File: src/rtl/lfsc_pkg.sv
// Shared types and constants of the line-follow steering controller.
// Used by every module of the block but lfsc_steer; depends on nothing else.
package lfsc_pkg;

    localparam int MAX_SPEED_DEFAULT  = 127;
    localparam int DRIFT_BITS_DEFAULT = 16;

    localparam int CFG_INDEX_W = 3;
    localparam int CFG_DATA_W  = 10;

    localparam logic [CFG_INDEX_W-1:0] REG_BASE_SPEED     = 3'd0;
    localparam logic [CFG_INDEX_W-1:0] REG_STEER_GAIN     = 3'd1;
    localparam logic [CFG_INDEX_W-1:0] REG_STRAIGHT_LIMIT = 3'd2;
    localparam logic [CFG_INDEX_W-1:0] REG_TURN_LIMIT     = 3'd3;
    localparam logic [CFG_INDEX_W-1:0] REG_EDGE_STEP      = 3'd4;
    localparam logic [CFG_INDEX_W-1:0] REG_CORRECTION_CAP = 3'd5;

    localparam logic [6:0] BASE_SPEED_RESET     = 7'd0;
    localparam logic [7:0] STEER_GAIN_RESET     = 8'd80;
    localparam logic [9:0] STRAIGHT_LIMIT_RESET = 10'd50;
    localparam logic [9:0] TURN_LIMIT_RESET     = 10'd400;
    localparam logic [7:0] EDGE_STEP_RESET      = 8'd4;
    localparam logic [6:0] CORRECTION_CAP_RESET = 7'd64;

    localparam logic [2:0] ACT_FOLLOW   = 3'd0;
    localparam logic [2:0] ACT_LEFT     = 3'd1;
    localparam logic [2:0] ACT_RIGHT    = 3'd2;
    localparam logic [2:0] ACT_CW       = 3'd3;
    localparam logic [2:0] ACT_CCW      = 3'd4;
    localparam logic [2:0] ACT_DELIVERY = 3'd5;
    localparam logic [2:0] ACT_QUERY    = 3'd6;

    localparam logic [2:0] ST_BUSY  = 3'd0;
    localparam logic [2:0] ST_DONE  = 3'd1;
    localparam logic [2:0] ST_LOST  = 3'd2;
    localparam logic [2:0] ST_LEFT  = 3'd3;
    localparam logic [2:0] ST_RIGHT = 3'd4;
    localparam logic [2:0] ST_BOTH  = 3'd5;
    localparam logic [2:0] ST_NONE  = 3'd6;

    typedef struct packed {
        logic [6:0] base_speed;
        logic [7:0] steer_gain;
        logic [9:0] straight_lost_limit;
        logic [9:0] turn_lost_limit;
        logic [7:0] edge_step;
        logic [6:0] correction_cap;
    } cfg_t;

    typedef struct packed {
        logic [2:0] action;
        logic       inner_left;
        logic       inner_right;
        logic       edge_left;
        logic       edge_right;
        logic [7:0] lines_to_skip;
    } item_t;

    typedef struct packed {
        logic [2:0] status;
        logic       drive_valid;
        logic [6:0] left_drive;
        logic       left_reverse;
        logic [6:0] right_drive;
        logic       right_reverse;
    } result_t;

endpackage

File: src/rtl/lfsc_cfg_regs.sv
// Configuration register file of the line-follow steering controller.
// Depends on lfsc_pkg for the register indexes, reset values and cfg_t.
module lfsc_cfg_regs (
    input  logic                               clk,
    input  logic                               rst_n,
    input  logic                               write_enable,
    input  logic [lfsc_pkg::CFG_INDEX_W-1:0]   reg_index,
    input  logic [lfsc_pkg::CFG_DATA_W-1:0]    write_data,
    output lfsc_pkg::cfg_t                     cfg
);

    lfsc_pkg::cfg_t cfg_reg;
    lfsc_pkg::cfg_t cfg_next;

    always_comb
    begin
        cfg_next = cfg_reg;
        if (write_enable)
        begin
            unique case (reg_index)
                lfsc_pkg::REG_BASE_SPEED:     cfg_next.base_speed          = write_data[6:0];
                lfsc_pkg::REG_STEER_GAIN:     cfg_next.steer_gain          = write_data[7:0];
                lfsc_pkg::REG_STRAIGHT_LIMIT: cfg_next.straight_lost_limit = write_data[9:0];
                lfsc_pkg::REG_TURN_LIMIT:     cfg_next.turn_lost_limit     = write_data[9:0];
                lfsc_pkg::REG_EDGE_STEP:      cfg_next.edge_step           = write_data[7:0];
                lfsc_pkg::REG_CORRECTION_CAP: cfg_next.correction_cap      = write_data[6:0];
                default:                      cfg_next = cfg_reg;
            endcase
        end
    end

    always_ff @(posedge clk or negedge rst_n)
    begin
        if (!rst_n)
        begin
            cfg_reg.base_speed          <= lfsc_pkg::BASE_SPEED_RESET;
            cfg_reg.steer_gain          <= lfsc_pkg::STEER_GAIN_RESET;
            cfg_reg.straight_lost_limit <= lfsc_pkg::STRAIGHT_LIMIT_RESET;
            cfg_reg.turn_lost_limit     <= lfsc_pkg::TURN_LIMIT_RESET;
            cfg_reg.edge_step           <= lfsc_pkg::EDGE_STEP_RESET;
            cfg_reg.correction_cap      <= lfsc_pkg::CORRECTION_CAP_RESET;
        end
        else
        begin
            cfg_reg <= cfg_next;
        end
    end

    assign cfg = cfg_reg;

endmodule

File: src/rtl/lfsc_steer.sv
// Wheel correction of the line-follow steering controller: drift times gain,
// capped, spent on headroom first and then taken from the other wheel.
// Depends on lfsc_pkg only through the parameter defaults of the top level.
module lfsc_steer #(
    parameter int MAX_SPEED  = 127,
    parameter int DRIFT_BITS = 16
) (
    input  logic [DRIFT_BITS-1:0] left_drift,
    input  logic [DRIFT_BITS-1:0] right_drift,
    input  logic [6:0]            speed,
    input  logic [7:0]            steer_gain,
    input  logic [6:0]            correction_cap,
    output logic [6:0]            left_drive,
    output logic [6:0]            right_drive
);

    localparam int SPW = $clog2(MAX_SPEED + 1);
    localparam int SW  = (SPW > 7) ? SPW : 7;
    localparam logic [SW-1:0] MAX_W = SW'(MAX_SPEED);

    logic [DRIFT_BITS-1:0] err;
    logic [DRIFT_BITS+7:0] product;
    logic [DRIFT_BITS+3:0] corr_full;
    logic [6:0]            corr;
    logic [SW-1:0]         sp_w;
    logic [SW-1:0]         corr_w;
    logic [SW-1:0]         head;
    logic [SW-1:0]         over;
    logic [SW-1:0]         fav;
    logic [SW-1:0]         oth;
    logic [6:0]            fav_clip;

    always_comb
    begin
        err       = (left_drift != '0) ? left_drift : right_drift;
        product   = err * steer_gain;
        corr_full = product[DRIFT_BITS+7:4];
        corr      = (corr_full > (DRIFT_BITS+4)'(correction_cap)) ?
                    correction_cap : corr_full[6:0];
        sp_w      = SW'(speed);
        corr_w    = SW'(corr);
        head      = MAX_W - sp_w;
        over      = corr_w - head;
        if (head >= corr_w)
        begin
            fav = sp_w + corr_w;
            oth = sp_w;
        end
        else
        begin
            fav = MAX_W;
            oth = (over > sp_w) ? '0 : sp_w - over;
        end
        fav_clip = (fav > SW'(127)) ? 7'd127 : fav[6:0];
        if (left_drift != '0)
        begin
            left_drive  = fav_clip;
            right_drive = oth[6:0];
        end
        else
        begin
            left_drive  = oth[6:0];
            right_drive = fav_clip;
        end
    end

endmodule

File: src/rtl/lfsc_tick.sv
// Control-tick logic: sensor classification, drift and lost counters,
// turn line counting and the result of one item. Holds the tracking state.
// Depends on lfsc_pkg and instantiates lfsc_steer.
module lfsc_tick #(
    parameter int MAX_SPEED  = 127,
    parameter int DRIFT_BITS = 16
) (
    input  logic                clk,
    input  logic                rst_n,
    input  logic                fire,
    input  lfsc_pkg::item_t     item,
    input  lfsc_pkg::cfg_t      cfg,
    output lfsc_pkg::result_t   result
);

    localparam int SPW = $clog2(MAX_SPEED + 1);
    localparam int SW  = (SPW > 7) ? SPW : 7;
    localparam logic [SW-1:0] MAX_W = SW'(MAX_SPEED);

    logic [DRIFT_BITS-1:0] left_drift_reg,  left_drift_next;
    logic [DRIFT_BITS-1:0] right_drift_reg, right_drift_next;
    logic [15:0]           no_line_reg,     no_line_next;
    logic                  turn_line_reg,   turn_line_next;
    logic [7:0]            skipped_reg,     skipped_next;

    logic [3:0]            sense;
    logic [7:0]            l_inc;
    logic [7:0]            r_inc;
    logic [DRIFT_BITS:0]   l_sum;
    logic [DRIFT_BITS:0]   r_sum;
    logic [DRIFT_BITS-1:0] l_sat;
    logic [DRIFT_BITS-1:0] r_sat;
    logic [15:0]           no_line_inc;
    logic [SW-1:0]         base_w;
    logic [6:0]            speed;
    logic [6:0]            half;
    logic [2:0]            dir;
    logic [7:0]            skip;
    logic                  on_line;
    logic [6:0]            steer_left;
    logic [6:0]            steer_right;
    lfsc_pkg::result_t     res;

    lfsc_steer #(
        .MAX_SPEED  (MAX_SPEED),
        .DRIFT_BITS (DRIFT_BITS)
    ) u_steer (
        .left_drift     (left_drift_next),
        .right_drift    (right_drift_next),
        .speed          (speed),
        .steer_gain     (cfg.steer_gain),
        .correction_cap (cfg.correction_cap),
        .left_drive     (steer_left),
        .right_drive    (steer_right)
    );

    always_comb
    begin
        sense       = {item.inner_left, item.inner_right, item.edge_left, item.edge_right};
        l_inc       = (sense == 4'b0001) ? cfg.edge_step : 8'd1;
        r_inc       = (sense == 4'b0010) ? cfg.edge_step : 8'd1;
        l_sum       = {1'b0, left_drift_reg} + (DRIFT_BITS+1)'(l_inc);
        r_sum       = {1'b0, right_drift_reg} + (DRIFT_BITS+1)'(r_inc);
        l_sat       = l_sum[DRIFT_BITS] ? '1 : l_sum[DRIFT_BITS-1:0];
        r_sat       = r_sum[DRIFT_BITS] ? '1 : r_sum[DRIFT_BITS-1:0];
        no_line_inc = (no_line_reg == 16'hFFFF) ? no_line_reg : no_line_reg + 16'd1;
        base_w      = SW'(cfg.base_speed);
        speed       = (base_w > MAX_W) ? MAX_W[6:0] : cfg.base_speed;
        half        = speed >> 1;
        dir         = (item.action == lfsc_pkg::ACT_DELIVERY) ? lfsc_pkg::ACT_CW : item.action;
        skip        = (item.action == lfsc_pkg::ACT_DELIVERY) ? 8'd0 : item.lines_to_skip;
        on_line     = 1'b0;

        left_drift_next  = left_drift_reg;
        right_drift_next = right_drift_reg;
        no_line_next     = no_line_reg;
        turn_line_next   = turn_line_reg;
        skipped_next     = skipped_reg;
        res              = '0;
        res.status       = lfsc_pkg::ST_BUSY;

        case (item.action)
            lfsc_pkg::ACT_FOLLOW:
            begin
                turn_line_next = 1'b0;
                skipped_next   = 8'd0;
                if (sense == 4'b1100)
                begin
                    left_drift_next  = '0;
                    right_drift_next = '0;
                    no_line_next     = '0;
                end
                else if (sense == 4'b0100 || sense == 4'b0001)
                begin
                    left_drift_next  = l_sat;
                    right_drift_next = '0;
                    no_line_next     = '0;
                end
                else if (sense == 4'b1000 || sense == 4'b0010)
                begin
                    right_drift_next = r_sat;
                    left_drift_next  = '0;
                    no_line_next     = '0;
                end
                else if (item.inner_left && item.inner_right && item.edge_left)
                begin
                    left_drift_next  = '0;
                    right_drift_next = '0;
                    no_line_next     = '0;
                    res.status = item.edge_right ? lfsc_pkg::ST_BOTH : lfsc_pkg::ST_LEFT;
                end
                else if (item.inner_left && item.inner_right && item.edge_right)
                begin
                    left_drift_next  = '0;
                    right_drift_next = '0;
                    no_line_next     = '0;
                    res.status       = lfsc_pkg::ST_RIGHT;
                end
                else if (sense == 4'b0000)
                begin
                    if (no_line_inc > 16'(cfg.straight_lost_limit))
                    begin
                        res.status = lfsc_pkg::ST_LOST;
                    end
                    else
                    begin
                        no_line_next = no_line_inc;
                        if (left_drift_reg != '0)
                        begin
                            left_drift_next = l_sat;
                        end
                        else if (right_drift_reg != '0)
                        begin
                            right_drift_next = r_sat;
                        end
                    end
                end
                res.drive_valid = 1'b1;
                res.left_drive  = steer_left;
                res.right_drive = steer_right;
            end

            lfsc_pkg::ACT_LEFT, lfsc_pkg::ACT_RIGHT, lfsc_pkg::ACT_CW,
            lfsc_pkg::ACT_CCW, lfsc_pkg::ACT_DELIVERY:
            begin
                res.drive_valid = 1'b1;
                case (dir)
                    lfsc_pkg::ACT_LEFT:
                    begin
                        res.right_drive = speed;
                    end
                    lfsc_pkg::ACT_RIGHT:
                    begin
                        res.left_drive = speed;
                    end
                    lfsc_pkg::ACT_CW:
                    begin
                        res.left_drive    = half;
                        res.right_drive   = half;
                        res.right_reverse = 1'b1;
                    end
                    default:
                    begin
                        res.left_drive    = half;
                        res.right_drive   = half;
                        res.left_reverse  = 1'b1;
                    end
                endcase

                if (sense == 4'b1100)
                begin
                    on_line = 1'b1;
                end
                else if (dir == lfsc_pkg::ACT_LEFT || dir == lfsc_pkg::ACT_CCW)
                begin
                    on_line = item.inner_left && !item.inner_right;
                end
                else if (dir == lfsc_pkg::ACT_RIGHT)
                begin
                    on_line = !item.inner_left && item.inner_right;
                end
                else
                begin
                    on_line = item.edge_right;
                end

                if (sense == 4'b0000)
                begin
                    turn_line_next = 1'b1;
                    if (no_line_inc > 16'(cfg.turn_lost_limit))
                    begin
                        res.status = lfsc_pkg::ST_LOST;
                    end
                    else
                    begin
                        no_line_next = no_line_inc;
                    end
                end
                else if (on_line && turn_line_reg)
                begin
                    turn_line_next = 1'b0;
                    if (skipped_reg < skip)
                    begin
                        skipped_next = skipped_reg + 8'd1;
                    end
                    else
                    begin
                        skipped_next = 8'd0;
                        res.status   = lfsc_pkg::ST_DONE;
                    end
                end

                if (item.action == lfsc_pkg::ACT_DELIVERY && turn_line_next)
                begin
                    turn_line_next = 1'b0;
                    no_line_next   = '0;
                    res.status     = lfsc_pkg::ST_DONE;
                end
            end

            lfsc_pkg::ACT_QUERY:
            begin
                if (!item.inner_left || !item.inner_right)
                begin
                    res.status = lfsc_pkg::ST_NONE;
                end
                else if (item.edge_left && item.edge_right)
                begin
                    res.status = lfsc_pkg::ST_BOTH;
                end
                else if (item.edge_left)
                begin
                    res.status = lfsc_pkg::ST_LEFT;
                end
                else if (item.edge_right)
                begin
                    res.status = lfsc_pkg::ST_RIGHT;
                end
                else
                begin
                    res.status = lfsc_pkg::ST_NONE;
                end
            end

            default:
            begin
                res = '0;
            end
        endcase
    end

    always_ff @(posedge clk or negedge rst_n)
    begin
        if (!rst_n)
        begin
            left_drift_reg  <= '0;
            right_drift_reg <= '0;
            no_line_reg     <= '0;
            turn_line_reg   <= 1'b0;
            skipped_reg     <= '0;
        end
        else if (fire)
        begin
            left_drift_reg  <= left_drift_next;
            right_drift_reg <= right_drift_next;
            no_line_reg     <= no_line_next;
            turn_line_reg   <= turn_line_next;
            skipped_reg     <= skipped_next;
        end
    end

    assign result = res;

endmodule

File: src/rtl/line_follow_steering_controller.sv
// Line-follow steering controller: one control tick per item, producing a
// status and both wheel drives. Top level with the input and result registers.
// Depends on lfsc_pkg, lfsc_cfg_regs, lfsc_steer and lfsc_tick.
//
// Items arrive on the item channel (item_valid/item_ready) and carry an
// action, four line-sensor bits and a line count for turns. Every item gives
// exactly one result on the result channel (result_valid/result_ready).
// An accepted item is held in an input register, is processed once the
// result register is empty or being read, and lands in the result register.
// While result_ready stays high a new item can be taken in every cycle,
// so the sustained rate is one item per clock; the tracking counters are
// updated in the same cycle that a result is written.
// Configuration is written through write_enable, reg_index and write_data
// and should only be changed while no item is in flight.
// Reset clears the tracking counters, empties both registers and loads the
// default configuration. When the receiver holds result_ready low the result
// stays put, at most one further item is accepted into the input register, and then
// item_ready falls until the result is taken.
module line_follow_steering_controller #(
    parameter int MAX_SPEED  = lfsc_pkg::MAX_SPEED_DEFAULT,
    parameter int DRIFT_BITS = lfsc_pkg::DRIFT_BITS_DEFAULT
) (
    input  logic                             clk,
    input  logic                             rst_n,
    input  logic                             write_enable,
    input  logic [lfsc_pkg::CFG_INDEX_W-1:0] reg_index,
    input  logic [lfsc_pkg::CFG_DATA_W-1:0]  write_data,
    input  logic                             item_valid,
    output logic                             item_ready,
    input  logic [2:0]                       action,
    input  logic                             inner_left,
    input  logic                             inner_right,
    input  logic                             edge_left,
    input  logic                             edge_right,
    input  logic [7:0]                       lines_to_skip,
    output logic                             result_valid,
    input  logic                             result_ready,
    output logic [2:0]                       status,
    output logic                             drive_valid,
    output logic [6:0]                       left_drive,
    output logic                             left_reverse,
    output logic [6:0]                       right_drive,
    output logic                             right_reverse
);

    lfsc_pkg::cfg_t    cfg;
    lfsc_pkg::item_t   item_reg,       item_next;
    logic              item_full_reg,  item_full_next;
    lfsc_pkg::result_t result_reg,     result_next;
    logic              result_full_reg, result_full_next;
    lfsc_pkg::result_t tick_result;
    logic              advance;
    logic              accept;
    logic              fire;

    lfsc_cfg_regs u_cfg (
        .clk          (clk),
        .rst_n        (rst_n),
        .write_enable (write_enable),
        .reg_index    (reg_index),
        .write_data   (write_data),
        .cfg          (cfg)
    );

    lfsc_tick #(
        .MAX_SPEED  (MAX_SPEED),
        .DRIFT_BITS (DRIFT_BITS)
    ) u_tick (
        .clk    (clk),
        .rst_n  (rst_n),
        .fire   (fire),
        .item   (item_reg),
        .cfg    (cfg),
        .result (tick_result)
    );

    assign advance    = !result_full_reg || result_ready;
    assign item_ready = !item_full_reg || advance;
    assign accept     = item_valid && item_ready;
    assign fire       = item_full_reg && advance;

    always_comb
    begin
        item_next        = item_reg;
        item_full_next   = item_full_reg;
        result_next      = result_reg;
        result_full_next = result_full_reg;
        if (advance)
        begin
            result_full_next = item_full_reg;
            item_full_next   = 1'b0;
        end
        if (fire)
        begin
            result_next = tick_result;
        end
        if (accept)
        begin
            item_full_next          = 1'b1;
            item_next.action        = action;
            item_next.inner_left    = inner_left;
            item_next.inner_right   = inner_right;
            item_next.edge_left     = edge_left;
            item_next.edge_right    = edge_right;
            item_next.lines_to_skip = lines_to_skip;
        end
    end

    always_ff @(posedge clk or negedge rst_n)
    begin
        if (!rst_n)
        begin
            item_full_reg   <= 1'b0;
            result_full_reg <= 1'b0;
        end
        else
        begin
            item_full_reg   <= item_full_next;
            result_full_reg <= result_full_next;
        end
    end

    always_ff @(posedge clk)
    begin
        item_reg   <= item_next;
        result_reg <= result_next;
    end

    assign result_valid  = result_full_reg;
    assign status        = result_reg.status;
    assign drive_valid   = result_reg.drive_valid;
    assign left_drive    = result_reg.left_drive;
    assign left_reverse  = result_reg.left_reverse;
    assign right_drive   = result_reg.right_drive;
    assign right_reverse = result_reg.right_reverse;

    a_stall_only_when_full: assert property (@(posedge clk) disable iff (!rst_n)
        !item_ready |-> (result_valid && !result_ready && item_full_reg))
        else $error("item_ready low while the result register can drain");

    a_idle_wheels_zero: assert property (@(posedge clk) disable iff (!rst_n)
        (result_valid && !drive_valid) |->
        (left_drive == 7'd0 && right_drive == 7'd0 && !left_reverse && !right_reverse))
        else $error("wheel fields driven on a result without drive");

    a_one_wheel_reversed: assert property (@(posedge clk) disable iff (!rst_n)
        result_valid |-> !(left_reverse && right_reverse))
        else $error("both wheels reversed at once");

    a_fire_fills_result: assert property (@(posedge clk) disable iff (!rst_n)
        fire |=> result_valid)
        else $error("processed item did not reach the result register");

endmodule

File: config.mk
export PLATFORM = sky130hd
export DESIGN_NAME = line_follow_steering_controller
export DESIGN_NICKNAME = d
export VERILOG_FILES = /design/src/rtl/lfsc_pkg.sv /design/src/rtl/lfsc_cfg_regs.sv /design/src/rtl/lfsc_steer.sv /design/src/rtl/lfsc_tick.sv /design/src/rtl/line_follow_steering_controller.sv
export SDC_FILE = /design/constraint.sdc
export NUM_CORES = 1
export LEC_CHECK = 0
export ABC_AREA = 1
export BUFFER_PORTS_ARGS = -buffer_cell sky130_fd_sc_hd__buf_2
export CAP_MARGIN = 20
export CORE_ASPECT_RATIO = 2
export CORE_MARGIN = 2
export CORE_UTILIZATION = 30
export DETAILED_ROUTE_END_ITERATION = 12
export PLACE_DENSITY_LB_ADDON = 0.12
export RECOVER_POWER = 50
export SYNTH_ARGS = -nofsm -noshare
export SYNTH_HDL_FRONTEND = slang
export SYNTH_HIERARCHICAL = 1
export SYNTH_SLANG_ARGS = --single-unit
File: constraint.sdc
create_clock -name clk -period 26.4 [get_ports clk]
set_input_delay 1.32 -clock clk [delete_from_list [all_inputs] [get_ports clk]]
set_output_delay 1.32 -clock clk [all_outputs]
set_load 0.01 [all_outputs]
==> results.sh, run 1 <==
export IMPL_violated_checks="capacitance limit, slew limit"
export IMPL_post_synth_xor_area_fraction_pct=2.53
export IMPL_timing_slew_headroom_pct=-127
export IMPL_yosys_cell_types_count=59
export IMPL_cts_buffers_inserted=25
export IMPL_crit_type="flip-flop to flip-flop"
export IMPL_syn_nets=2415
export IMPL_floorplan_initialDensity_pct=30.2
export IMPL_largest_net_degree_at_the_start_of_global_routing=65
export IMPL_filler_cell_count=5553
export IMPL_worst_path_max_delay_cell="sky130_fd_sc_hd__nor2_1"
export IMPL_synth_compound_area_share_pct=9.43
export IMPL_max_freq_mhz=70.9
export IMPL_max_slew_violation_count=226
export IMPL_main_combinational_cell_family_by_area_after_synthesis="simple AND/OR/NAND/NOR gates"
export IMPL_wirelength_um=53800
export IMPL_via_per_inst=4.90
export IMPL_dr_pass1_iters=5
export IMPL_post_cts_hold_buffer_count=0
export IMPL_path_common_cell="sky130_fd_sc_hd__nand2_1"
export IMPL_clk_path_buf_depth=3
export IMPL_nNetsFinal=2455
export IMPL_startpoint_of_the_most_critical_setup_path="item_reg[13]$_DFFE_PP_"
export IMPL_htree_levels=4
export IMPL_syn_area_per_cell_sq_um=7.00
export IMPL_design_die_area_sq_um=53000
export IMPL_layout_min_cycle_time_ns=14.11
export IMPL_worstPathRequired_ns=26.65
export IMPL_synth_simple_gate_area_share_pct=32.6
export IMPL_synth_mux_area_fraction_pct=0.327
export IMPL_synth_area_sq_um=15300
export IMPL_synth_edf_count=35
export IMPL_finalSetupViolations=0
export IMPL_drt_first_iter_violations=898
export IMPL_grt_setup_unrepaired="no"
export IMPL_floorplan_rows=117
export IMPL_floorplan_core_area_sq_um=50700
export IMPL_worst_path_max_fanout=33
export IMPL_reg2reg_setup_slack_ns=12.29
export IMPL_synth_yosys_seq_area_share_pct=24.8
export IMPL_worst_pin_slew_ns=3.40
export IMPL_netlist_instances=2186
export IMPL_postSynth_asyncResetShare_pct=75.7
export IMPL_drive_gt1_share_pct=8.70
export IMPL_power_static_leakage_nw=8.84
export IMPL_floorplan_io_pins=55
export IMPL_report_final_hold_viol_count=0
export IMPL_total_congestion_overflow_after_global_routing=0
export IMPL_die_w_um=164
export IMPL_worst_hold_path_type="flip-flop to flip-flop"
export IMPL_worst_r2r_cell_count=70
export IMPL_fin_worst_skew_ns=0.0217
export IMPL_timing_final_crit_share_pct=53.4
export IMPL_clock_sinks=144
export IMPL_ys_seq_elements=144
export IMPL_drc=0
export IMPL_area_growth_syn_to_layout_pct=10.5
export IMPL_worst_path_largest_cell_delay_ns=1.29
export IMPL_worst_setup_path_start_kind="flip-flop"
export IMPL_grt_util_all_layers_pct=20.7
export IMPL_max_cap_violations=5
export IMPL_antennaDiodeCount=0
export IMPL_largest_register_ff_count=50
export IMPL_r2r_end="right_drive[1]$_DFFE_PP_"
export IMPL_cts_repair_resize_count=0
export IMPL_result_of_the_run="finished, violations left"
export IMPL_finalHoldWorstSlack_ns=0.469
export IMPL_tritoncts="yes"
export IMPL_grt_antenna_before_repair=1
export IMPL_cellPowerDensity_nw_per_um2=139
export IMPL_r2r_path_start="item_reg[13]$_DFFE_PP_"
export IMPL_drtAntennaViolNets=0
export IMPL_gp_routability_congestion=0.924
export IMPL_mostFrequentLayoutCells="sky130_fd_sc_hd__nand2_1 (686), sky130_fd_sc_hd__inv_1 (325), sky130_fd_sc_hd__nor2_1 (240), sky130_fd_sc_hd__ha_1 (107), sky130_fd_sc_hd__nand3_1 (102)"
export IMPL_port_buffers=54
export IMPL_layout_cells_most_common="sky130_fd_sc_hd__nand2_1"
export IMPL_via_count=14100
export IMPL_routed_wire_length_per_instance_um=18.7
export IMPL_synth_top_flop_cell="sky130_fd_sc_hd__dfrtp_1"
export IMPL_fp_dieH_um=323
export IMPL_via_count_of_the_first_global_routing_pass=14400
export IMPL_grt_first_pass_wirelength_um=82000
export IMPL_sequential_cell_area_sq_um=3790
export IMPL_cts_root_buffer_cell="sky130_fd_sc_hd__clkbuf_16"
export IMPL_area_occupied_by_multi_input_gates_sq_um=9990
export IMPL_maximum_ir_drop_on_the_vdd_rail_v=0.000108
export IMPL_critPathCaptureType="flip-flop"
export IMPL_postCtsSetupRepairBufs=0
export IMPL_dp_hpwl_um=44400
export IMPL_crit_path_end="right_drive[1]$_DFFE_PP_"
export IMPL_worstSkewPairLatency_ns=0.52
export IMPL_synthAdderAreaFrac_pct=20.4
export IMPL_setup_tns_ns=0
export IMPL_path_clk_slew_ns=0.06
export IMPL_arrival_ns=14.36
export IMPL_synth_yosys_warnings=6
-- cell usage after synthesis, types with 12 or more instances --
cell	n	area share, %
sky130_fd_sc_hd__xor2_1	31	1.8
sky130_fd_sc_hd__clkbuf_1	31	0.76
sky130_fd_sc_hd__nand3_1	101	3.3
sky130_fd_sc_hd__ha_1	107	8.7
sky130_fd_sc_hd__nand2_2	20	0.82
sky130_fd_sc_hd__o21ai_1	42	1.4
sky130_fd_sc_hd__dfrtp_1	99	16
sky130_fd_sc_hd__fa_1	89	12
sky130_fd_sc_hd__buf_2	15	0.49
sky130_fd_sc_hd__a21oi_1	67	2.2
sky130_fd_sc_hd__nor3_1	18	0.59
sky130_fd_sc_hd__nand2_1	683	17
sky130_fd_sc_hd__nand4_1	27	1.1
sky130_fd_sc_hd__nor2_1	240	5.9
sky130_fd_sc_hd__a31oi_1	18	0.74
sky130_fd_sc_hd__inv_1	325	8.0
sky130_fd_sc_hd__edfxtp_1	35	6.9
sky130_fd_sc_hd__or2_2	12	0.49
sky130_fd_sc_hd__o21ai_0	75	2.5
-- stage by stage --
step,setup WS [ns],power [mW],cell area [sq um],utilization [%],cells
floorplan,15.21,1.64,15300,-,2186
global placement,12.51,2.08,16200,32.1,2853
detailed placement,12.39,2.08,16200,32.1,2853
CTS,12.38,2.38,17000,33.5,2885
global route,10.95,2.62,16900,33.4,2885
finish,12.29,2.35,16900,33.4,2885
-- critical path: cells and delay by family (launching register included) --
family	cells	cell delay [ns]
simple gates	35	5.46
fa+ha+maj	9	3.79
buf+inv	13	2.03
compound gates	11	1.48
xor+xnor	2	0.53
flops	1	0.47
-- area by class of cell --
| class | count | share of cell area (%) |
|---|---|---|
| sequential | 144 | 22.4 |
| clock buffer | 29 | 3.96 |
| multi-input combinational | 1651 | 59.1 |
| tap | 654 | 4.84 |
| inverter | 339 | 7.52 |
| timing repair buffer | 65 | 1.97 |
| clock inverter | 3 | 0.222 |
-- kinds of logic (layout without fill, tap and decap cells) --
group / after synthesis / in the layout
muxes: 5 / 5
xor gates and xnor gates: 42 / 42
buffers and inverters: 391 / 436
and+or+nand+nor: 1160 / 1160
DFF: 144 / 144
AOI/OAI and AO/OA: 248 / 248
adders and majority gates: 196 / 196
-- worst min-delay path by stage --
| stage | startpoint | endpoint | slack [ns] | cells past startpoint |
|---|---|---|---|---|
| floorplan | u_cfg/cfg[10]$_DFFE_PN0P_ | u_cfg/cfg[10]$_DFFE_PN0P_ | 0.44 | 2 |
| global placement | u_cfg/cfg[30]$_DFFE_PN1P_ | u_cfg/cfg[30]$_DFFE_PN1P_ | 0.45 | 2 |
| detailed placement | u_cfg/cfg[9]$_DFFE_PN1P_ | u_cfg/cfg[9]$_DFFE_PN1P_ | 0.46 | 2 |
| CTS | u_cfg/cfg[9]$_DFFE_PN1P_ | u_cfg/cfg[9]$_DFFE_PN1P_ | 0.47 | 2 |
| global route | u_cfg/cfg[9]$_DFFE_PN1P_ | u_cfg/cfg[9]$_DFFE_PN1P_ | 0.48 | 2 |
| finish | u_cfg/cfg[9]$_DFFE_PN1P_ | u_cfg/cfg[9]$_DFFE_PN1P_ | 0.47 | 2 |
-- power by group --
group / internal [mW] / leakage (nW) / switching, mW / total, mW
logic: 0.633 / 6.76 / 1.12 / 1.75
registers: 0.271 / 1.73 / 0.0404 / 0.311
clock network: 0.186 / 0.348 / 0.104 / 0.290
-- per-layer routing --
metal	wire length [um]	global-route usage, %
met1	17900	19.1
met2	31300	42.3
met3	1390	2.08
met4	3270	12.2
met5	13	0
(Power assumes the default switching activity.)
==> inputs of run 2 (changes only) <==
Settings changed: ABC_AREA 1 to 0.
Clock period 26.4 ns to 11.7 ns, I/O delays scaled along.
==> results.sh, run 2 <==
export IMPL_result_of_the_run="finished, violations left"
export IMPL_violated_checks="capacitance limit, slew limit, setup timing"
export IMPL_synth_area_sq_um=14800
export IMPL_timing_slew_headroom_pct=-92.8
export IMPL_layout_cells_most_common="sky130_fd_sc_hd__buf_4"
export IMPL_largest_register_ff_count=50
export IMPL_r2r_path_start="u_tick/no_line_reg[0]$_DFFE_PN0P_"
export IMPL_setup_tns_ns=-0.654
export IMPL_report_final_hold_viol_count=0
export IMPL_drt_first_iter_violations=641
export IMPL_htree_levels=4
export IMPL_grt_antenna_before_repair=2
export IMPL_max_freq_mhz=84.6
export IMPL_worst_pin_slew_ns=2.89
export IMPL_finalSetupViolations=12
export IMPL_max_slew_violation_count=43
export IMPL_clk_path_buf_depth=2
export IMPL_cell_types_with_the_highest_counts_after_synthesis="sky130_fd_sc_hd__inv_1 (167), sky130_fd_sc_hd__nand2_1 (145), sky130_fd_sc_hd__o21ai_0 (114), sky130_fd_sc_hd__a21oi_1 (113), sky130_fd_sc_hd__ha_1 (107)"
export IMPL_fp_dieH_um=318
export IMPL_worst_setup_path_start_kind="flip-flop"
export IMPL_post_layout_total_power_mw=2.11
export IMPL_via_count_of_the_first_global_routing_pass=14300
export IMPL_worstSkewPairLatency_ns=0.44
export IMPL_synth_top_flop_cell="sky130_fd_sc_hd__dfrtp_1"
export IMPL_drtAntennaViolNets=0
export IMPL_cts_root_buffer_cell="sky130_fd_sc_hd__clkbuf_16"
export IMPL_nNetsFinal=2200
export IMPL_design_die_area_sq_um=51300
export IMPL_placedCellCount=2568
export IMPL_maximum_ir_drop_on_the_vdd_rail_v=0.000113
export IMPL_ys_seq_elements=144
export IMPL_syn_nets=1897
export IMPL_total_congestion_overflow_after_global_routing=0
export IMPL_drc=0
export IMPL_synth_area_leaders="sky130_fd_sc_hd__dfrtp_1 (17%), sky130_fd_sc_hd__fa_1 (12%), sky130_fd_sc_hd__ha_1 (9.0%), sky130_fd_sc_hd__edfxtp_1 (7.1%), sky130_fd_sc_hd__mux2_2 (4.5%)"
export IMPL_synth_edf_count=35
export IMPL_layout_cells_non_filler=2628
export IMPL_floorplan_io_pins=55
export IMPL_timing_final_crit_share_pct=101
export IMPL_via_count=13400
export IMPL_worstPathRequired_ns=11.89
export IMPL_floorplan_initialDensity_pct=30.2
export IMPL_largest_net_degree_at_the_start_of_global_routing=69
export IMPL_area_growth_syn_to_layout_pct=31.3
export IMPL_die_w_um=161
export IMPL_postSynth_asyncResetShare_pct=75.7
export IMPL_clock_sinks=144
export IMPL_synth_top_cell_by_area="sky130_fd_sc_hd__dfrtp_1"
export IMPL_crit_type="flip-flop to flip-flop"
export IMPL_synth_yosys_seq_area_share_pct=25.6
export IMPL_post_synth_top_area_fraction_pct=16.7
export IMPL_fin_worst_skew_ns=0.0115
export IMPL_grt_util_all_layers_pct=19.8
export IMPL_power_static_leakage_nw=8.86
export IMPL_dr_pass1_iters=5
export IMPL_mostFrequentLayoutCells="sky130_fd_sc_hd__buf_4 (286), sky130_fd_sc_hd__inv_1 (159), sky130_fd_sc_hd__nand2_1 (141), sky130_fd_sc_hd__dfrtp_1 (99), sky130_fd_sc_hd__ha_1 (87)"
export IMPL_tritoncts="yes"
export IMPL_netlist_instances=1668
export IMPL_synth_most_common_cell="sky130_fd_sc_hd__inv_1"
export IMPL_cellPowerDensity_nw_per_um2=108
export IMPL_crit_path_end="right_drive[1]$_DFFE_PP_"
export IMPL_worst_path_largest_cell_delay_ns=0.56
export IMPL_worst_path_max_delay_cell="sky130_fd_sc_hd__fa_2"
export IMPL_max_cap_violations=1
export IMPL_layout_min_cycle_time_ns=11.82
export IMPL_startpoint_of_the_most_critical_setup_path="u_tick/no_line_reg[0]$_DFFE_PN0P_"
export IMPL_filler_cell_count=4997
export IMPL_routed_wire_length_per_instance_um=19.2
export IMPL_synth_yosys_warnings=6
export IMPL_worst_path_max_fanout=8
export IMPL_drive_gt1_share_pct=32.3
export IMPL_worst_r2r_cell_count=57
export IMPL_port_buffers=54
export IMPL_yosys_cell_types_count=88
export IMPL_cts_buffers_inserted=17
export IMPL_syn_area_per_cell_sq_um=8.89
export IMPL_floorplan_core_area_sq_um=49100
export IMPL_r2r_end="right_drive[1]$_DFFE_PP_"
export IMPL_arrival_ns=12.01
export IMPL_floorplan_rows=115
export IMPL_gp_routability_congestion=0.871
export IMPL_via_per_inst=5.09
export IMPL_post_route_cell_area_sq_um=19500
export IMPL_reg2reg_setup_slack_ns=-0.12
export IMPL_postLayoutCoreUtil_pct=39.7
export IMPL_wirelength_um=50500
export IMPL_dp_hpwl_um=41100
export IMPL_placed_area_sq_um=18000
export IMPL_critPathCaptureType="flip-flop"
export IMPL_grt_setup_unrepaired="yes"
export IMPL_path_clk_slew_ns=0.07
export IMPL_post_cts_hold_buffer_count=0
export IMPL_placement_setup_worst_slack_ns=-0.696
export IMPL_finalHoldWorstSlack_ns=0.311
export IMPL_worst_hold_path_type="input pin to flip-flop"
export IMPL_grt_first_pass_wirelength_um=78100
export IMPL_layout_setup_ws_ns=-0.122
run 2: logic make-up after synthesis:
group                      synth area share, %
AOI/OAI and AO/OA                         17.5
xor gates and xnor gates                  2.78
adders and majority gates                 21.0
buffers and inverters                     6.22
DFF                                       25.6
muxes                                     5.26
and+or+nand+nor                           21.6
run 2: metal layers:
metal / vias up / routed length [um] / global-route usage, %
met2: 226 / 30000 / 41.7
met3: 102 / 1120 / 2.18
li1: 6457 / - / -
met4: 2 / 2570 / 9.88
met1: 6594 / 16700 / 17.9
met5: - / 14 / 0
run 2: what timing repair did:
| item | CTS | global route |
|---|---|---|
| pin swaps | 53 | 78 |
| resized for setup | 45 | 136 |
| setup buffers | 8 | 20 |
| setup endpoints to repair | 14 | 14 |
run 2: critical path, delay by kind of cell (launching register included):
kind                     cells  cell delay (ns)
AO/OA/AOI/OAI               16             2.66
XOR/XNOR                     1             0.16
adder cells (fa/ha/maj)     10             3.64
buffers and inverters        9             1.03
flip-flops                   1             0.39
multiplexers                 1             0.18
AND/OR/NAND/NOR             20             3.48
run 2: worst min-delay path by stage:
| stage | slack, ns | from | endpoint | cells after the start |
|---|---|---|---|---|
| floorplan | 0.29 | rst_n | item_full_reg$_DFFE_PN0P_ | 0 |
| global placement | 0.49 | u_cfg/cfg[20]$_DFFE_PN0P_ | u_cfg/cfg[20]$_DFFE_PN0P_ | 1 |
| detailed placement | 0.49 | u_tick/skipped_reg[7]$_DFFE_PN0P_ | u_tick/skipped_reg[7]$_DFFE_PN0P_ | 1 |
| CTS | 0.18 | rst_n | u_tick/skipped_reg[3]$_DFFE_PN0P_ | 1 |
| global route | 0.29 | edge_right | item_reg[8]$_DFFE_PP_ | 1 |
| finish | 0.31 | action[0] | item_reg[12]$_DFFE_PP_ | 1 |
run 2: layout make-up:
| type | count | area [sq um] | area share (%) |
|---|---|---|---|
| inverter | 167 | 632 | 3.25 |
| multi-input combinational | 1287 | 11000 | 56.7 |
| clock buffer | 22 | 497 | 2.55 |
| sequential | 144 | 3790 | 19.5 |
| tap | 643 | 805 | 4.13 |
| antenna | 1 | 2.50 | 0.0129 |
| clock inverter | 10 | 121 | 0.624 |
| timing repair buffer | 354 | 2580 | 13.3 |
run 2: where the power goes:
group          switching (mW)  leakage [nW]  internal (mW)
Clock                   0.225         0.290          0.346
Combinational           0.430          6.83          0.441
Sequential             0.0866          1.74          0.581
Total                   0.742          8.86           1.37
==> inputs of run 3 (changes only) <==
Settings changed: CORE_UTILIZATION 30 to 35.
==> results.sh, run 3 (synthesized netlist as in run 2, its figures left out) <==
export IMPL_largest_register_ff_count=50
export IMPL_report_final_hold_viol_count=0
export IMPL_finalSetupViolations=14
export IMPL_maximum_ir_drop_on_the_vdd_rail_v=0.000114
export IMPL_r2r_path_start="u_tick/no_line_reg[0]$_DFFE_PN0P_"
export IMPL_worst_path_largest_cell_delay_ns=0.60
export IMPL_post_route_cell_area_sq_um=19400
export IMPL_via_per_inst=5.38
export IMPL_floorplan_core_area_sq_um=41800
export IMPL_port_buffers=54
export IMPL_cts_root_buffer_cell="sky130_fd_sc_hd__clkbuf_16"
export IMPL_floorplan_io_pins=55
export IMPL_path_clk_slew_ns=0.06
export IMPL_worst_path_max_delay_cell="sky130_fd_sc_hd__fa_2"
export IMPL_layout_setup_ws_ns=-0.289
export IMPL_top_usage_layer="met2"
export IMPL_worst_path_max_fanout=7
export IMPL_violated_checks="capacitance limit, slew limit, setup timing"
export IMPL_max_slew_violation_count=41
export IMPL_worstSkewPairLatency_ns=0.45
export IMPL_result_of_the_run="finished, violations left"
export IMPL_gp_routability_congestion=0.947
export IMPL_tritoncts="yes"
export IMPL_mostFrequentLayoutCells="sky130_fd_sc_hd__buf_4 (312), sky130_fd_sc_hd__inv_1 (158), sky130_fd_sc_hd__nand2_1 (141), sky130_fd_sc_hd__dfrtp_1 (99), sky130_fd_sc_hd__ha_1 (92)"
export IMPL_worstPathRequired_ns=11.89
export IMPL_dp_hpwl_um=41200
export IMPL_fp_dieH_um=295
export IMPL_max_freq_mhz=83.4
export IMPL_htree_levels=4
export IMPL_clock_sinks=144
export IMPL_cts_buffers_inserted=17
export IMPL_floorplan_initialDensity_pct=35.5
export IMPL_total_congestion_overflow_after_global_routing=0
export IMPL_post_cts_hold_buffer_count=0
export IMPL_grt_antenna_before_repair=0
export IMPL_grt_use_met1_pct=21.3
export IMPL_grt_setup_unrepaired="yes"
export IMPL_via_count=13700
export IMPL_grt_util_all_layers_pct=23.6
export IMPL_worst_r2r_cell_count=60
export IMPL_fin_worst_skew_ns=0.0131
export IMPL_max_cap_violations=1
export IMPL_power_static_leakage_nw=8.91
export IMPL_globalRouteMet3Util_pct=2.25
export IMPL_largest_net_degree_at_the_start_of_global_routing=71
export IMPL_floorplan_rows=106
export IMPL_nNetsFinal=2223
export IMPL_layout_min_cycle_time_ns=11.99
export IMPL_worst_setup_path_start_kind="flip-flop"
export IMPL_design_die_area_sq_um=44100
export IMPL_die_w_um=150
export IMPL_placement_setup_worst_slack_ns=-0.739
export IMPL_worst_hold_path_type="input pin to flip-flop"
export IMPL_crit_type="flip-flop to flip-flop"
export IMPL_routed_wire_length_per_instance_um=19.9
export IMPL_hold_depth=1
export IMPL_critPathCaptureType="flip-flop"
export IMPL_placed_area_sq_um=18000
export IMPL_timing_final_crit_share_pct=102
export IMPL_grt_first_pass_wirelength_um=79500
export IMPL_clk_path_buf_depth=2
export IMPL_met2_usage_pct=48.6
export IMPL_area_growth_syn_to_layout_pct=30.6
export IMPL_drtAntennaViolNets=0
export IMPL_cellPowerDensity_nw_per_um2=105
export IMPL_drt_first_iter_violations=502
export IMPL_drc=0
export IMPL_hold_path_startpoint="lines_to_skip[6]"
export IMPL_wirelength_um=50600
export IMPL_arrival_ns=12.18
export IMPL_timing_slew_headroom_pct=-73.4
export IMPL_dr_pass1_iters=5
export IMPL_startpoint_of_the_most_critical_setup_path="u_tick/no_line_reg[0]$_DFFE_PN0P_"
export IMPL_layout_cells_most_common="sky130_fd_sc_hd__buf_4"
export IMPL_postLayoutCoreUtil_pct=46.3
export IMPL_drive_gt1_share_pct=32.2
export IMPL_antennaDiodeCount=0
export IMPL_worst_pin_slew_ns=2.60
export IMPL_via_count_of_the_first_global_routing_pass=14700
-- run 3: layout make-up --
cell class | instances | area, sq um
clock buffers | 19 | 437
clock inverters | 13 | 115
repair buffers | 377 | 2770
flip-flops and latches | 144 | 3790
multi-input cells | 1287 | 10900
fillers | 4101 | 22400
well taps | 540 | 676
inverters | 167 | 627
-- run 3: critical path: cells and delay by family, from the launching register on --
kind / cells / cell delay [ns]
flops: 1 / 0.39
simple gates: 17 / 2.51
mux: 3 / 0.76
compound gates: 19 / 3.06
buf+inv: 9 / 0.94
xor+xnor: 1 / 0.16
fa+ha+maj: 11 / 3.88
-- run 3: final timing paths --
path | endpoint | slack, ns
max in group asynchronous | u_cfg/cfg[3]$_DFFE_PN0P_ | 8.72
worst max-delay path | left_drive[2]$_DFFE_PP_ | -0.29
worst min register to register | result_valid$_DFFE_PN0P_ | 0.50
worst max register to register | left_drive[2]$_DFFE_PP_ | -0.29
worst min-delay path | item_reg[6]$_DFFE_PP_ | 0.30
min in group asynchronous | u_tick/skipped_reg[4]$_DFFE_PN0P_ | 0.93
-- run 3: repair_timing --
| item | CTS | global route |
|---|---|---|
| buffers inserted | 21 | 17 |
| endpoints found under the setup margin | 14 | 14 |
| gates resized for setup | 68 | 84 |
| pin swaps | 31 | 68 |
-- run 3: where the power goes --
part	internal (mW)	switching, mW	leakage, nW
clock network	0.294	0.225	0.259
registers	0.581	0.0836	1.74
logic	0.422	0.421	6.92
-- run 3: metal layers --
layer | wire length [um] | vias to the layer above | share of wire (%)
met2 | 30000 | 284 | 59
met5 | 0 | - | 0
met4 | 3210 | 0 | 6.3
li1 | - | 6523 | -
met1 | 16300 | 6740 | 32
met3 | 1170 | 151 | 2.3
-- run 3: through the flow --
step	TNS [ns]	power, mW	hold slack (ns)	std cells
6_report	-2.61	2.03	0.301	2547
5_1_grt	-11.00	2.16	0.290	2547
4_1_cts	-3.25	1.98	0.131	2533
3_5_place_dp	-8.61	1.38	0.494	2480
3_3_place_gp	-6.89	1.37	0.492	2480
2_1_floorplan	0	1.09	0.289	1668
